**src/rtl/fms_pkg.sv**
```systemverilog
// Shared types, mode and status codes and reset values for the flight mode supervisor.
package fms_pkg;

  localparam int unsigned PULSE_W = 12;
  localparam int unsigned SATS_W  = 6;
  localparam int unsigned CONF_W  = 10;
  localparam int unsigned TIME_W  = 32;
  localparam int unsigned MODE_W  = 3;
  localparam int unsigned STAT_W  = 3;

  localparam int unsigned CFG_IDX_W  = 3;
  localparam int unsigned CFG_DATA_W = 12;

  localparam int unsigned IN_DATA_W  = 88;
  localparam int unsigned OUT_DATA_W = 48;

  // Register indexes on the configuration port
  localparam logic [CFG_IDX_W-1:0] REG_AUX_LOW  = 3'd0;
  localparam logic [CFG_IDX_W-1:0] REG_AUX_MID  = 3'd1;
  localparam logic [CFG_IDX_W-1:0] REG_AUX_HIGH = 3'd2;
  localparam logic [CFG_IDX_W-1:0] REG_SW_ON    = 3'd3;
  localparam logic [CFG_IDX_W-1:0] REG_MIN_SATS = 3'd4;
  localparam logic [CFG_IDX_W-1:0] REG_CONF_THR = 3'd5;

  // Flight modes
  localparam logic [MODE_W-1:0] MODE_MANUAL    = 3'd0;
  localparam logic [MODE_W-1:0] MODE_STABILIZE = 3'd1;
  localparam logic [MODE_W-1:0] MODE_ALTHOLD   = 3'd2;
  localparam logic [MODE_W-1:0] MODE_POSHOLD   = 3'd3;
  localparam logic [MODE_W-1:0] MODE_RETURN    = 3'd4;
  localparam logic [MODE_W-1:0] MODE_HEADLESS  = 3'd5;

  // Result status
  localparam logic [STAT_W-1:0] ST_NONE       = 3'd0;
  localparam logic [STAT_W-1:0] ST_CHANGED    = 3'd1;
  localparam logic [STAT_W-1:0] ST_NO_GPS     = 3'd2;
  localparam logic [STAT_W-1:0] ST_NO_HOME    = 3'd3;
  localparam logic [STAT_W-1:0] ST_TO_ALTHOLD = 3'd4;
  localparam logic [STAT_W-1:0] ST_TO_STAB    = 3'd5;

  // Request kinds carried on tuser
  localparam logic REQ_UPDATE = 1'b0;
  localparam logic REQ_SWITCH = 1'b1;

  // Configuration reset values
  localparam logic [PULSE_W-1:0] AUX_LOW_RST  = 12'd1300;
  localparam logic [PULSE_W-1:0] AUX_MID_RST  = 12'd1500;
  localparam logic [PULSE_W-1:0] AUX_HIGH_RST = 12'd1700;
  localparam logic [PULSE_W-1:0] SW_ON_RST    = 12'd1700;
  localparam logic [SATS_W-1:0]  MIN_SATS_RST = 6'd6;
  localparam logic [CONF_W-1:0]  CONF_THR_RST = 10'd300;

  typedef struct packed {
    logic [PULSE_W-1:0] aux_low;
    logic [PULSE_W-1:0] aux_mid;
    logic [PULSE_W-1:0] aux_high;
    logic [PULSE_W-1:0] switch_on;
    logic [SATS_W-1:0]  min_sats;
    logic [CONF_W-1:0]  conf_thr;
  } cfg_t;

  typedef struct packed {
    logic               req_type;
    logic [PULSE_W-1:0] aux1_pulse;
    logic [PULSE_W-1:0] aux2_pulse;
    logic [PULSE_W-1:0] aux3_pulse;
    logic               gps_fix;
    logic               gps_healthy;
    logic [SATS_W-1:0]  gps_satellites;
    logic               synth_valid;
    logic [CONF_W-1:0]  synth_confidence;
    logic [TIME_W-1:0]  time_ms;
  } item_t;

  typedef struct packed {
    logic [MODE_W-1:0] mode;
    logic [MODE_W-1:0] last_mode;
    logic              home_valid;
    logic              home_capture;
    logic [STAT_W-1:0] status;
    logic [TIME_W-1:0] change_stamp;
  } result_t;

endpackage

```
**src/rtl/flight_mode_supervisor.sv**
```systemverilog
// A beat accepted into the input register is decided combinationally there and moves
// into the result register, which drives m_tdata, once that register is free or being emptied.
// Throughput: one beat per cycle while the sink keeps m_tready high; the input register
// and the result register let a new beat in while a finished result waits for m_tready.
// The decision for each beat reads the mode state left by the previous beat.
// Reset (rst, synchronous): both stages empty, mode and last mode stabilize,
// no home, change stamp zero, thresholds back to their defaults.
module flight_mode_supervisor
  import fms_pkg::*;
(
  input  logic                  clk,
  input  logic                  rst,
  // Input beats
  input  logic                  s_tvalid,
  output logic                  s_tready,
  // aux1_pulse[11:0], aux2_pulse[23:12], aux3_pulse[35:24], gps_fix[36],
  // gps_healthy[37], gps_satellites[43:38], synth_valid[44],
  // synth_confidence[54:45], time_ms[86:55], zero pad[87]
  input  logic [IN_DATA_W-1:0]  s_tdata,
  // req_type[0]
  input  logic                  s_tuser,
  // Result beats
  output logic                  m_tvalid,
  input  logic                  m_tready,
  // mode[2:0], last_mode[5:3], home_valid[6], home_capture[7], status[10:8],
  // change_stamp[42:11], zero pad[47:43]
  output logic [OUT_DATA_W-1:0] m_tdata,
  // Configuration writes
  input  logic                  cfg_we,
  input  logic [CFG_IDX_W-1:0]  cfg_addr,
  input  logic [CFG_DATA_W-1:0] cfg_wdata
);

  cfg_t    cfg;
  item_t   item;
  logic    item_valid;
  logic    advance;
  result_t result;
  result_t out_reg;
  logic    out_valid;

  fms_cfg_regs u_cfg_regs (
    .clk       (clk),
    .rst       (rst),
    .cfg_we    (cfg_we),
    .cfg_addr  (cfg_addr),
    .cfg_wdata (cfg_wdata),
    .cfg       (cfg)
  );

  // Advance the held beat into the result register when that register is
  // free or being emptied this cycle; the state commits at the same edge.
  assign advance  = item_valid && (!out_valid || m_tready);
  assign s_tready = !item_valid || advance;

  // Input register: hold the accepted beat until it can be decided.
  always_ff @(posedge clk) begin
    if (rst) begin
      item_valid <= 1'b0;
    end else if (s_tready) begin
      item_valid <= s_tvalid;
    end
  end

  always_ff @(posedge clk) begin
    if (s_tready && s_tvalid) begin
      item.req_type         <= s_tuser;
      item.aux1_pulse       <= s_tdata[11:0];
      item.aux2_pulse       <= s_tdata[23:12];
      item.aux3_pulse       <= s_tdata[35:24];
      item.gps_fix          <= s_tdata[36];
      item.gps_healthy      <= s_tdata[37];
      item.gps_satellites   <= s_tdata[43:38];
      item.synth_valid      <= s_tdata[44];
      item.synth_confidence <= s_tdata[54:45];
      item.time_ms          <= s_tdata[86:55];
    end
  end

  fms_mode_core u_mode_core (
    .clk     (clk),
    .rst     (rst),
    .advance (advance),
    .item    (item),
    .cfg     (cfg),
    .result  (result)
  );

  // Result register: hold until the sink takes it.
  always_ff @(posedge clk) begin
    if (rst) begin
      out_valid <= 1'b0;
    end else if (advance) begin
      out_valid <= 1'b1;
    end else if (m_tready) begin
      out_valid <= 1'b0;
    end
  end

  always_ff @(posedge clk) begin
    if (advance) begin
      out_reg <= result;
    end
  end

  assign m_tvalid = out_valid;
  assign m_tdata  = {5'd0, out_reg.change_stamp, out_reg.status, out_reg.home_capture,
                     out_reg.home_valid, out_reg.last_mode, out_reg.mode};

  // A home capture always shows home as latched
  a_capture_home: assert property (@(posedge clk) disable iff (rst)
    out_valid |-> (!out_reg.home_capture || out_reg.home_valid))
    else $error("home capture without home valid");

  // A reported change leaves the new mode different from the recorded one
  a_change_differs: assert property (@(posedge clk) disable iff (rst)
    (out_valid && out_reg.status == ST_CHANGED) |-> (out_reg.mode != out_reg.last_mode))
    else $error("change reported with equal modes");

  // A fallback to altitude hold lands in altitude hold
  a_fallback_mode: assert property (@(posedge clk) disable iff (rst)
    (out_valid && out_reg.status == ST_TO_ALTHOLD) |-> (out_reg.mode == MODE_ALTHOLD))
    else $error("fallback status without altitude hold");

  // Home stays latched once seen, until reset
  a_home_sticky: assert property (@(posedge clk) disable iff (rst)
    (!$past(rst) && $past(advance) && $past(result.home_valid)) |-> out_reg.home_valid)
    else $error("home latch lost");

  // A waiting result only changes when a beat advances into the register
  a_out_stable: assert property (@(posedge clk) disable iff (rst)
    (!$past(rst) && $past(out_valid) && !$past(advance)) |-> $stable(out_reg))
    else $error("result register changed without a beat");

endmodule

```
**src/rtl/fms_cfg_regs.sv**
```systemverilog
// Configuration register file for the flight mode supervisor.
module fms_cfg_regs
  import fms_pkg::*;
(
  input  logic                  clk,
  input  logic                  rst,
  input  logic                  cfg_we,
  input  logic [CFG_IDX_W-1:0]  cfg_addr,
  input  logic [CFG_DATA_W-1:0] cfg_wdata,
  output cfg_t                  cfg
);

  always_ff @(posedge clk) begin
    if (rst) begin
      cfg.aux_low   <= AUX_LOW_RST;
      cfg.aux_mid   <= AUX_MID_RST;
      cfg.aux_high  <= AUX_HIGH_RST;
      cfg.switch_on <= SW_ON_RST;
      cfg.min_sats  <= MIN_SATS_RST;
      cfg.conf_thr  <= CONF_THR_RST;
    end else if (cfg_we) begin
      unique case (cfg_addr)
        REG_AUX_LOW:  cfg.aux_low   <= cfg_wdata;
        REG_AUX_MID:  cfg.aux_mid   <= cfg_wdata;
        REG_AUX_HIGH: cfg.aux_high  <= cfg_wdata;
        REG_SW_ON:    cfg.switch_on <= cfg_wdata;
        REG_MIN_SATS: cfg.min_sats  <= cfg_wdata[SATS_W-1:0];
        REG_CONF_THR: cfg.conf_thr  <= cfg_wdata[CONF_W-1:0];
        default: ; // drop writes to unused indexes
      endcase
    end
  end

endmodule

```
**src/rtl/fms_mode_core.sv**
```systemverilog
// Mode decision logic and supervisor state registers.
module fms_mode_core
  import fms_pkg::*;
(
  input  logic    clk,
  input  logic    rst,
  input  logic    advance,
  input  item_t   item,
  input  cfg_t    cfg,
  output result_t result
);

  logic [MODE_W-1:0] mode_reg, mode_next;
  logic [MODE_W-1:0] prior_mode_reg, prior_mode_next;
  logic              home_flag, home_next;
  logic [TIME_W-1:0] stamp_reg, stamp_next;

  logic              sats_ok;
  logic              synth_ok;
  logic              gps_ok;
  logic              capture;
  logic [MODE_W-1:0] want;
  logic [STAT_W-1:0] status;

  assign sats_ok  = item.gps_satellites >= cfg.min_sats;
  assign synth_ok = item.synth_valid && (item.synth_confidence > cfg.conf_thr);
  assign gps_ok   = (item.gps_healthy && item.gps_fix && sats_ok) || synth_ok;

  // Requested mode from the aux channels; AUX3 wins over AUX2
  always_comb begin
    if (item.aux1_pulse < cfg.aux_low)       want = MODE_MANUAL;
    else if (item.aux1_pulse < cfg.aux_mid)  want = MODE_STABILIZE;
    else if (item.aux1_pulse < cfg.aux_high) want = MODE_ALTHOLD;
    else                                     want = MODE_POSHOLD;
    if (item.aux2_pulse > cfg.switch_on) want = MODE_RETURN;
    if (item.aux3_pulse > cfg.switch_on) want = MODE_HEADLESS;
  end

  always_comb begin
    mode_next       = mode_reg;
    prior_mode_next = prior_mode_reg;
    home_next       = home_flag;
    stamp_next      = stamp_reg;
    status          = ST_NONE;
    capture         = 1'b0;
    if (item.req_type == REQ_UPDATE) begin
      capture   = !home_flag && item.gps_fix && sats_ok;
      home_next = home_flag || capture;
      if (mode_reg == MODE_POSHOLD) begin
        if (!item.gps_fix && !synth_ok) begin
          mode_next = MODE_ALTHOLD;
          status    = ST_TO_ALTHOLD;
        end
      end else if (mode_reg == MODE_RETURN) begin
        if (!(home_next && item.gps_fix)) begin
          mode_next = MODE_STABILIZE;
          status    = ST_TO_STAB;
        end
      end
    end else begin
      if ((want == MODE_POSHOLD || want == MODE_RETURN) && !gps_ok) begin
        status = ST_NO_GPS;
      end else if (want == MODE_RETURN && !home_flag) begin
        status = ST_NO_HOME;
      end else if (want != mode_reg) begin
        prior_mode_next = mode_reg;
        mode_next       = want;
        stamp_next      = item.time_ms;
        status          = ST_CHANGED;
      end
    end
  end

  always_ff @(posedge clk) begin
    if (rst) begin
      mode_reg       <= MODE_STABILIZE;
      prior_mode_reg <= MODE_STABILIZE;
      home_flag      <= 1'b0;
      stamp_reg      <= '0;
    end else if (advance) begin
      mode_reg       <= mode_next;
      prior_mode_reg <= prior_mode_next;
      home_flag      <= home_next;
      stamp_reg      <= stamp_next;
    end
  end

  assign result.mode         = mode_next;
  assign result.last_mode    = prior_mode_next;
  assign result.home_valid   = home_next;
  assign result.home_capture = capture;
  assign result.status       = status;
  assign result.change_stamp = stamp_next;

endmodule

```
**config.mk**
```make
export PLATFORM = sky130hd
export DESIGN_NAME = flight_mode_supervisor
export DESIGN_NICKNAME = d
export VERILOG_FILES = /design/src/rtl/fms_pkg.sv /design/src/rtl/flight_mode_supervisor.sv /design/src/rtl/fms_cfg_regs.sv /design/src/rtl/fms_mode_core.sv
export SDC_FILE = /design/constraint.sdc
export NUM_CORES = 1
export LEC_CHECK = 0
export BUFFER_PORTS_ARGS = -buffer_cell sky130_fd_sc_hd__buf_4
export CAP_MARGIN = 25
export CORE_AREA = 3 3 159 161
export CTS_CLUSTER_DIAMETER = 50
export DETAILED_ROUTE_END_ITERATION = 6
export DIE_AREA = 0 0 162 164
export GPL_ROUTABILITY_DRIVEN = 1
export GPL_TIMING_DRIVEN = 0
export PLACE_DENSITY = 0.68
export SLEW_MARGIN = 40
export SYNTH_ARGS = -nofsm -noshare
export SYNTH_HDL_FRONTEND = slang
export SYNTH_SLANG_ARGS = --single-unit
```
**constraint.sdc**
```tcl
create_clock -name clk -period 3.8 [get_ports clk]
set_input_delay 0.76 -clock clk [delete_from_list [all_inputs] [get_ports clk]]
set_output_delay 0.76 -clock clk [all_outputs]
set_load 0.05 [all_outputs]
```
==> impl_metrics.yaml, run 1 <==
run_status:
  status: "finished clean"
synthesis:
  synth_edf_count: 131
  syn_area_per_cell_um2: 11.6
  syn-cell-area_mm2: 0.0107
  synth_ff_type: "edfxtp_1"
  async_flop_share_pct: 0
  yosys_warnings: 0
  synthCells: 920
  ys_seq_area_share_pct: 56.5
  yosys_register_bits: 236
  synth.distinct_cells: 54
timing:
  worst_pin_slew_ns: 0.721
  fmax_mhz: 294
  slew_headroom_pct: 51.9
  fin_crit_sh_pct: 89.5
  fin_skew_ns: 0.00979
  hold_viol_final: 0
  rsz0062_at_grt: "no"
  holdWs_ns: 0.397
  slew_violations: 0
  setup_viol: 0
  period_minus_slack_ns: 3.40
floorplanning:
  ios: 159
  die_w_um: 162
  num_rows: 57
  dieArea_mm2: 0.0266
  start_util_pct: 44.3
  dieHeight_um: 164
  core-area_mm2: 0.0241
power_and_ir_drop:
  p_leak_nw: 5.50
  power.density_mw_per_mm2: 482
  ir_drop_v: 0.000419
critical_path:
  worstSetupStartpointType: "register"
  r2r_setup_slack_ns: 0.40
  crit_fanout: 10
  crit_arrival_ns: 3.69
  required_ns: 4.09
  endpoint_kind: "register"
  worst-setup-path-type: "register to register"
route:
  wl_per_cell_um: 15.7
  drt_iter0_drc: 369
  antenna_left: 0
  viasPerCell: 4.95
  vias: 7204
  drc: 0
  wl_um: 22800
  dr.pass1.iters: 4
layout:
  fin_nets: 1291
  largest_reg_flops: 88
  regArea_mm2: 0.00604
  n_antenna_cell: 0
  layout.cell_area.non_filler_mm2: 0.0133
  top_register: "item"
  drive_above_1_share_pct: 23.1
  final.fill_count: 2076
  syn_to_final_growth_pct: 24.7
  multi_input_area_mm2: 0.00419
  final_common_cell: "buf_4"
  layout_common_cells: "buf_4, edfxtp_1, nand2_1, dfxtp_1, nand2b_1"
clocking:
  cts_setup_buffers: 0
  cts_max_level: 1
  cts_tree: "yes"
  cts_buffer_depth: 3
  cts_sinks: 236
  clk_latency_ns: 0.54
  cts-resized-gates: 0
  cts_buffers: 29
  cts_hold_buf: 0
  clkTransAtPathRegs_ns: 0.06
  cts_root_buf: "clkbuf_16"
placed_design:
  io_buffers: 151
  gp_congestion: 0.848
  post_dp_cell_area_mm2: 0.0123
  place_hpwl_um: 16800
run:
  drv_cap: 0
hold_path:
  hold_class: "input pin to register"
global_routing:
  grt_overflow: 0
  grt_first_pass_wirelength_um: 35900
  grt_max_degree: 39
  grt_pass1_vias: 7048
  grt_use_total_pct: 16.9
  antenna_found_initial: 0
==> layer usage <==
layer  wire length [µm]  vias up  part of all wire [%]  global-route usage [%]
li1                   -     3596                     -                       -
met1              10100     3382                    44                    21.8
met2              10900      191                    48                    29.6
met3               1420       35                   6.2                    3.43
met4                401        0                   1.8                    3.37
met5                  0        -                     0                       0
==> worst max-delay path, stage by stage (launching register included) <==
cell and delay (ns):
edfxtp_1 0.43, ha_1 0.31, a211oi_1 0.23, o21ai_1 0.12, a211oi_1 0.35, o21ai_1 0.17
nand2b_1 0.17, a31o_2 0.28, xnor2_2 0.18, a21oi_4 0.35, buf_6 0.25, mux2_4 0.32
==> power by group <==
group / total [mW] / switching [mW] / internal, mW
registers: 2.88 / 0.0548 / 2.83
clock network: 2.82 / 1.08 / 1.74
logic: 0.720 / 0.398 / 0.322
==> cell families (layout without fill, tap and decap cells) <==
group                      count (synthesis)  in the layout  synth area share [%]
AOI/OAI and AO/OA                        134            134                  8.17
xor gates and xnor gates                   2              2                 0.234
adders and majority gates                 73             73                  8.55
buffers and inverters                    109            316                  4.60
DFF                                      236            236                  56.5
muxes                                     72             72                  8.21
other                                      1              5                0.0351
and+or+nand+nor                          293            293                  13.7
==> synth_stat cells, drive strengths merged (3+ instances only) <==
library cell | n | area (µm²)
clkbuf | 28 | 105
nand3b | 11 | 82.6
a211o | 16 | 140
or3 | 4 | 25.0
nor2b | 7 | 43.8
a31oi | 4 | 25.0
and3 | 4 | 25.0
nand4 | 12 | 75.1
a21oi | 65 | 337
nor2 | 36 | 135
mux2 | 35 | 507
nor3 | 4 | 20.0
edfxtp | 131 | 3930
mux2i | 37 | 370
and2 | 5 | 33.8
dfxtp | 105 | 2100
nand3 | 9 | 45.0
a211oi | 8 | 65.1
o21ai | 15 | 75.1
inv | 69 | 259
ha | 73 | 913
nand2b | 76 | 483
o32ai | 3 | 45.1
a21o | 11 | 82.6
buf | 12 | 128
nand2 | 116 | 435
or2 | 5 | 31.3
==> area by class of cell <==
class	instances	share of cell area [%]
buffer	40	1.75
clock buffer	35	6.07
clock inverter	18	1.53
inverter	69	1.96
multi-input combinational	579	31.4
sequential	236	45.3
tap	324	3.04
timing repair buffer	154	8.96
==> stage by stage <==
| step | setup TNS [ns] | std cells | setup slack (ns) | power (mW) | utilization (%) |
|---|---|---|---|---|---|
| after CTS | 0 | 1455 | 0.308 | 6.50 | 55.3 |
| after detailed placement | 0 | 1402 | 0.315 | 3.66 | 51.1 |
| final | 0 | 1455 | 0.399 | 6.43 | 55.3 |
| after global routing | 0 | 1455 | 0.224 | 6.68 | 55.3 |
| after floorplan | 0 | 924 | 0.0329 | 3.40 | - |
| after global placement | -68.36 | 1399 | -0.787 | 3.65 | 50.8 |
==> worst paths after layout <==
kind	start	to	cells after the start
setup / recovery	item[77]$_DFFE_PP_	m_tdata[12]$_DFFE_PP_	11
hold / removal	s_tdata[58]	item[3]$_DFFE_PP_	1
setup reg to reg	item[77]$_DFFE_PP_	m_tdata[12]$_DFFE_PP_	11
hold reg to reg	u_cfg_regs.cfg[29]$_SDFFE_PP0P_	u_cfg_regs.cfg[29]$_SDFFE_PP0P_	2
Power figures use the tool's default switching activity.
==> run 2: changes to the inputs <==
--- a/config.mk
+++ b/config.mk
@@ -7,13 +7,13 @@
 export LEC_CHECK = 0
 export BUFFER_PORTS_ARGS = -buffer_cell sky130_fd_sc_hd__buf_4
 export CAP_MARGIN = 25
-export CORE_AREA = 3 3 159 161
+export CORE_AREA = 3 3 177 162
 export CTS_CLUSTER_DIAMETER = 50
 export DETAILED_ROUTE_END_ITERATION = 6
-export DIE_AREA = 0 0 162 164
+export DIE_AREA = 0 0 180 165
 export GPL_ROUTABILITY_DRIVEN = 1
 export GPL_TIMING_DRIVEN = 0
-export PLACE_DENSITY = 0.68
+export PLACE_DENSITY = 0.63
 export SLEW_MARGIN = 40
 export SYNTH_ARGS = -nofsm -noshare
 export SYNTH_HDL_FRONTEND = slang
==> impl_metrics.yaml, run 2 (same netlist as run 1, synthesis figures left out) <==
power_and_ir_drop:
  ir_drop_v: 0.000363
  power.density_mw_per_mm2: 491
  p_leak_nw: 5.51
hold_path:
  hold-path-cell-count: 1
  hp-start: "s_tdata[26]"
  hold_end: "item[53]$_DFFE_PP_"
  hold_class: "input pin to register"
global_routing:
  grt_pass1_vias: 7166
  antenna_found_initial: 0
  grt_use_total_pct: 16.2
  grt_first_pass_wirelength_um: 38700
  grt_max_degree: 40
  grt_overflow: 0
route:
  wl_um: 24600
  antenna_left: 0
  viasPerCell: 4.86
  dr.pass1.iters: 5
  drt_iter0_drc: 372
  wl_per_cell_um: 16.5
  vias: 7243
  drc: 0
critical_path:
  worstSetupStartpointType: "register"
  r2r_setup_slack_ns: 0.29
  worst-setup-path-type: "register to register"
  crit_buf_inv: 1
  required_ns: 4.10
  r2r-end: "m_tdata[32]$_DFFE_PP_"
  crit_arrival_ns: 3.81
  r2r_cells: 11
  critPathTopFamily: "compound AO/OA/AOI/OAI gates"
  crit_slowest_cell: "edfxtp_1"
  crit_fanout: 10
  endpoint_kind: "register"
  crit_path_max_incr_delay_ns: 0.44
  r2r-start: "item[77]$_DFFE_PP_"
  cp_cell_sequence: "ha_1 -> a211oi_1 -> o21ai_1 -> a211oi_1 -> o21ai_1 -> nand2b_1 -> a31o_2 -> xnor2_2 -> a21oi_4 -> buf_6 -> mux2_4"
timing:
  hold_viol_final: 0
  fin_crit_sh_pct: 92.4
  fin_skew_ns: 0.0153
  fmax_mhz: 285
  period_minus_slack_ns: 3.51
  slew_headroom_pct: 51.0
  holdWs_ns: 0.376
  tns_ns: 0
  slew_violations: 0
  rsz0062_at_grt: "no"
  worst_pin_slew_ns: 0.732
  setup_viol: 0
clocking:
  cts_root_buf: "clkbuf_16"
  cts-resized-gates: 0
  cts_sinks: 236
  cts_buffers: 31
  cts_max_level: 1
  clkTransAtPathRegs_ns: 0.06
  cts_hold_buf: 0
  cts_buffer_depth: 3
  cts_setup_buffers: 0
  cts_tree: "yes"
  clk_latency_ns: 0.55
layout:
  drive_above_1_share_pct: 22.8
  layout.cell_area.non_filler_mm2: 0.0134
  final_common_cell: "buf_4"
  fin_nets: 1293
  finalNonFillerCells: 1490
  layout_common_cells: "buf_4, edfxtp_1, nand2_1, dfxtp_1, nand2b_1"
  top_register: "item"
  syn_to_final_growth_pct: 25.4
  largest_reg_flops: 88
  n_antenna_cell: 0
floorplanning:
  ios: 159
  dieHeight_um: 165
  start_util_pct: 39.8
  die_w_um: 180
  core-area_mm2: 0.0269
  num_rows: 57
  dieArea_mm2: 0.0297
placed_design:
  post_dp_cell_area_mm2: 0.0124
  placed_cells: 1432
  place_hpwl_um: 17800
  io_buffers: 151
  gp_congestion: 0.818
run_status:
  status: "finished clean"
run:
  drv_cap: 0
## run 2: how the worst max path moves through the flow
stage / startpoint / endpoint / depth (start not counted)
floorplan: m_tready / item[0]$_DFFE_PP_ / 3
global placement: m_tready / item[35]$_DFFE_PP_ / 4
detailed placement: item[77]$_DFFE_PP_ / m_tdata[22]$_DFFE_PP_ / 11
CTS: item[77]$_DFFE_PP_ / m_tdata[28]$_DFFE_PP_ / 11
global route: item[77]$_DFFE_PP_ / m_tdata[32]$_DFFE_PP_ / 11
finish: item[77]$_DFFE_PP_ / m_tdata[32]$_DFFE_PP_ / 11
## run 2: stage by stage
| stage | power [mW] | setup WS [ns] | util (%) |
|---|---|---|---|
| after floorplan | 3.40 | 0.0329 | - |
| after global placement | 3.66 | -0.947 | 45.7 |
| after detailed placement | 3.67 | 0.248 | 45.9 |
| after CTS | 6.68 | 0.224 | 49.9 |
| after global routing | 6.85 | 0.0591 | 49.9 |
| final | 6.59 | 0.290 | 49.9 |
## run 2: final cells by class
class                           count  area (µm²)
Sequential cell                   236        6040
Clock buffer                       42         848
Fill cell                        2442       13500
Tap cell                          354         443
Clock inverter                     16         208
Buffer                             40         233
Multi-Input combinational cell    579        4190
Timing Repair Buffer              154        1190
Inverter                           69         262
## run 2: power by group
part | internal, mW | switching [mW] | leakage, nW
logic | 0.323 | 0.407 | 2.88
registers | 2.83 | 0.0555 | 2.13
clock network | 1.84 | 1.13 | 0.506
## run 2: layer usage
metal | track usage (%) | wire length, µm | up-vias | part of all wire (%)
met5 | 0 | 0 | - | 0
met3 | 2.88 | 1050 | 46 | 4.3
met1 | 22.8 | 11800 | 3432 | 48
met2 | 25.7 | 11100 | 158 | 45
li1 | - | - | 3607 | -
met4 | 4.96 | 668 | 0 | 2.7
==> run 3: changes to the inputs <==
--- a/config.mk
+++ b/config.mk
@@ -12,7 +12,6 @@
 export DETAILED_ROUTE_END_ITERATION = 6
 export DIE_AREA = 0 0 180 165
 export GPL_ROUTABILITY_DRIVEN = 1
-export GPL_TIMING_DRIVEN = 0
 export PLACE_DENSITY = 0.63
 export SLEW_MARGIN = 40
 export SYNTH_ARGS = -nofsm -noshare
==> impl_metrics.yaml, run 3 (same netlist as run 1, synthesis figures left out) <==
critical_path:
  worst-setup-path-type: "register to register"
  endpoint_kind: "register"
  critPathTopFamily: "compound AO/OA/AOI/OAI gates"
  crit_slowest_cell: "o32ai_1"
  worstSetupStartpointType: "register"
  crit_arrival_ns: 3.67
  worst-path-stages: 11
  crit_fanout: 35
  required_ns: 4.08
  r2r_cells: 11
  crit_buf_inv: 2
  cp_cell_sequence: "inv_1 -> ha_1 -> nand4_1 -> o211a_1 -> o32ai_1 -> or2_1 -> o32ai_4 -> nand2b_4 -> a21oi_4 -> buf_12 -> mux2_1"
  crit_path_max_incr_delay_ns: 0.58
floorplanning:
  dieArea_mm2: 0.0297
  die_w_um: 180
  ios: 159
  core-area_mm2: 0.0269
  dieHeight_um: 165
  num_rows: 57
  start_util_pct: 39.8
placed_design:
  placed_cells: 1397
  gp_congestion: 0.825
  io_buffers: 152
  place_hpwl_um: 15800
hold_path:
  hold-path-cell-count: 1
  hold_class: "input pin to register"
layout:
  multi_input_area_mm2: 0.00419
  layout_common_cells: "buf_4, edfxtp_1, nand2_1, dfxtp_1, nand2b_1"
  largest_reg_flops: 88
  regArea_mm2: 0.00604
  n_antenna_cell: 0
  drive_above_1_share_pct: 22.8
  final.fill_count: 2442
  top_register: "item"
  fin_nets: 1257
  final_common_cell: "buf_4"
  finalNonFillerCells: 1453
  syn_to_final_growth_pct: 22.7
timing:
  slew_headroom_pct: 49.4
  fmax_mhz: 296
  setup_viol: 0
  hold_viol_final: 0
  tns_ns: 0
  fin_skew_ns: 0.0152
  period_minus_slack_ns: 3.38
  slew_violations: 0
  fin_crit_sh_pct: 89.0
  worst_pin_slew_ns: 0.759
  rsz0062_at_grt: "no"
clocking:
  cts_sinks: 236
  cts_tree: "yes"
  clkTransAtPathRegs_ns: 0.06
  cts_root_buf: "clkbuf_16"
  cts_max_level: 1
  cts_buffers: 30
  cts_buffer_depth: 3
  cts_setup_buffers: 0
  cts-resized-gates: 0
  clk_latency_ns: 0.55
  cts_hold_buf: 0
route:
  highest_layer: "met5"
  vias: 7009
  wl_met2_um: 10100
  drt_iter0_drc: 431
  antenna_left: 0
  wl_per_cell_um: 15.9
  dr.pass1.iters: 5
  met3_length_um: 1280
  wl_met1_um: 11000
  wl_um: 23000
  viasPerCell: 4.82
  drc: 0
power_and_ir_drop:
  power.density_mw_per_mm2: 477
  p_leak_nw: 5.38
  ir_drop_v: 0.000335
global_routing:
  antenna_found_initial: 1
  grt_first_pass_wirelength_um: 36300
  grt_overflow: 0
  grt_use_total_pct: 15.1
  grt_pass1_vias: 6889
  grt_max_degree: 119
run_status:
  status: "finished clean"
run:
  drv_cap: 0
-- run 3: changes by cell type in the layout (fill, tap and decap cells not counted), moves of 2 or more --
cell	previous run	this run
clkinv_2	3	5
clkinv_1	1	3
bufinv_16	4	1
clkbuf_1	37	5
clkbuf_16	32	30
buf_8	3	0
buf_6	4	1
-- run 3: cell type report --
| type | count | area share, % |
|---|---|---|
| flip-flops and latches | 236 | 46.0 |
| well taps | 354 | 3.38 |
| repair buffers | 159 | 9.42 |
| clock buffers | 37 | 6.08 |
| inverters | 69 | 1.99 |
| clock inverters | 19 | 1.19 |
| multi-input cells | 579 | 31.9 |
-- run 3: stage by stage --
step | worst slack [ns] | power (mW) | util, % | cell area, µm² | hold slack (ns)
final | 0.417 | 6.26 | 48.8 | 13100 | 0.387
after global routing | 0.272 | 6.51 | 48.8 | 13100 | 0.356
after CTS | 0.421 | 6.34 | 48.8 | 13100 | 0.355
after detailed placement | 0.455 | 3.65 | 45.2 | 12200 | 0.446
after global placement | 0.497 | 3.64 | 45.2 | 12200 | 0.438
after floorplan | 0.0329 | 3.40 | - | 10700 | 0.432
-- run 3: layer usage --
| layer | vias up | global-route usage, % |
|---|---|---|
| met5 | - | 0 |
| met4 | 2 | 4.85 |
| met3 | 47 | 3.28 |
| met2 | 170 | 23.5 |
| met1 | 3259 | 21.3 |
| li1 | 3531 | - |
-- run 3: power breakdown --
part / internal (mW) / total [mW] / switching, mW
Sequential: 2.83 / 2.89 / 0.0560
Combinational: 0.308 / 0.700 / 0.392
Clock: 1.57 / 2.67 / 1.10
-- run 3: final timing paths --
path | startpoint | endpoint | slack [ns]
hold / removal | s_tdata[53] | item[40]$_DFFE_PP_ | 0.39
setup reg to reg | u_cfg_regs.cfg[5]$_SDFFE_PP1P_ | m_tdata[41]$_DFFE_PP_ | 0.42
hold reg to reg | u_cfg_regs.cfg[31]$_SDFFE_PP0P_ | u_cfg_regs.cfg[31]$_SDFFE_PP0P_ | 0.45
setup / recovery | u_cfg_regs.cfg[5]$_SDFFE_PP1P_ | m_tdata[41]$_DFFE_PP_ | 0.42
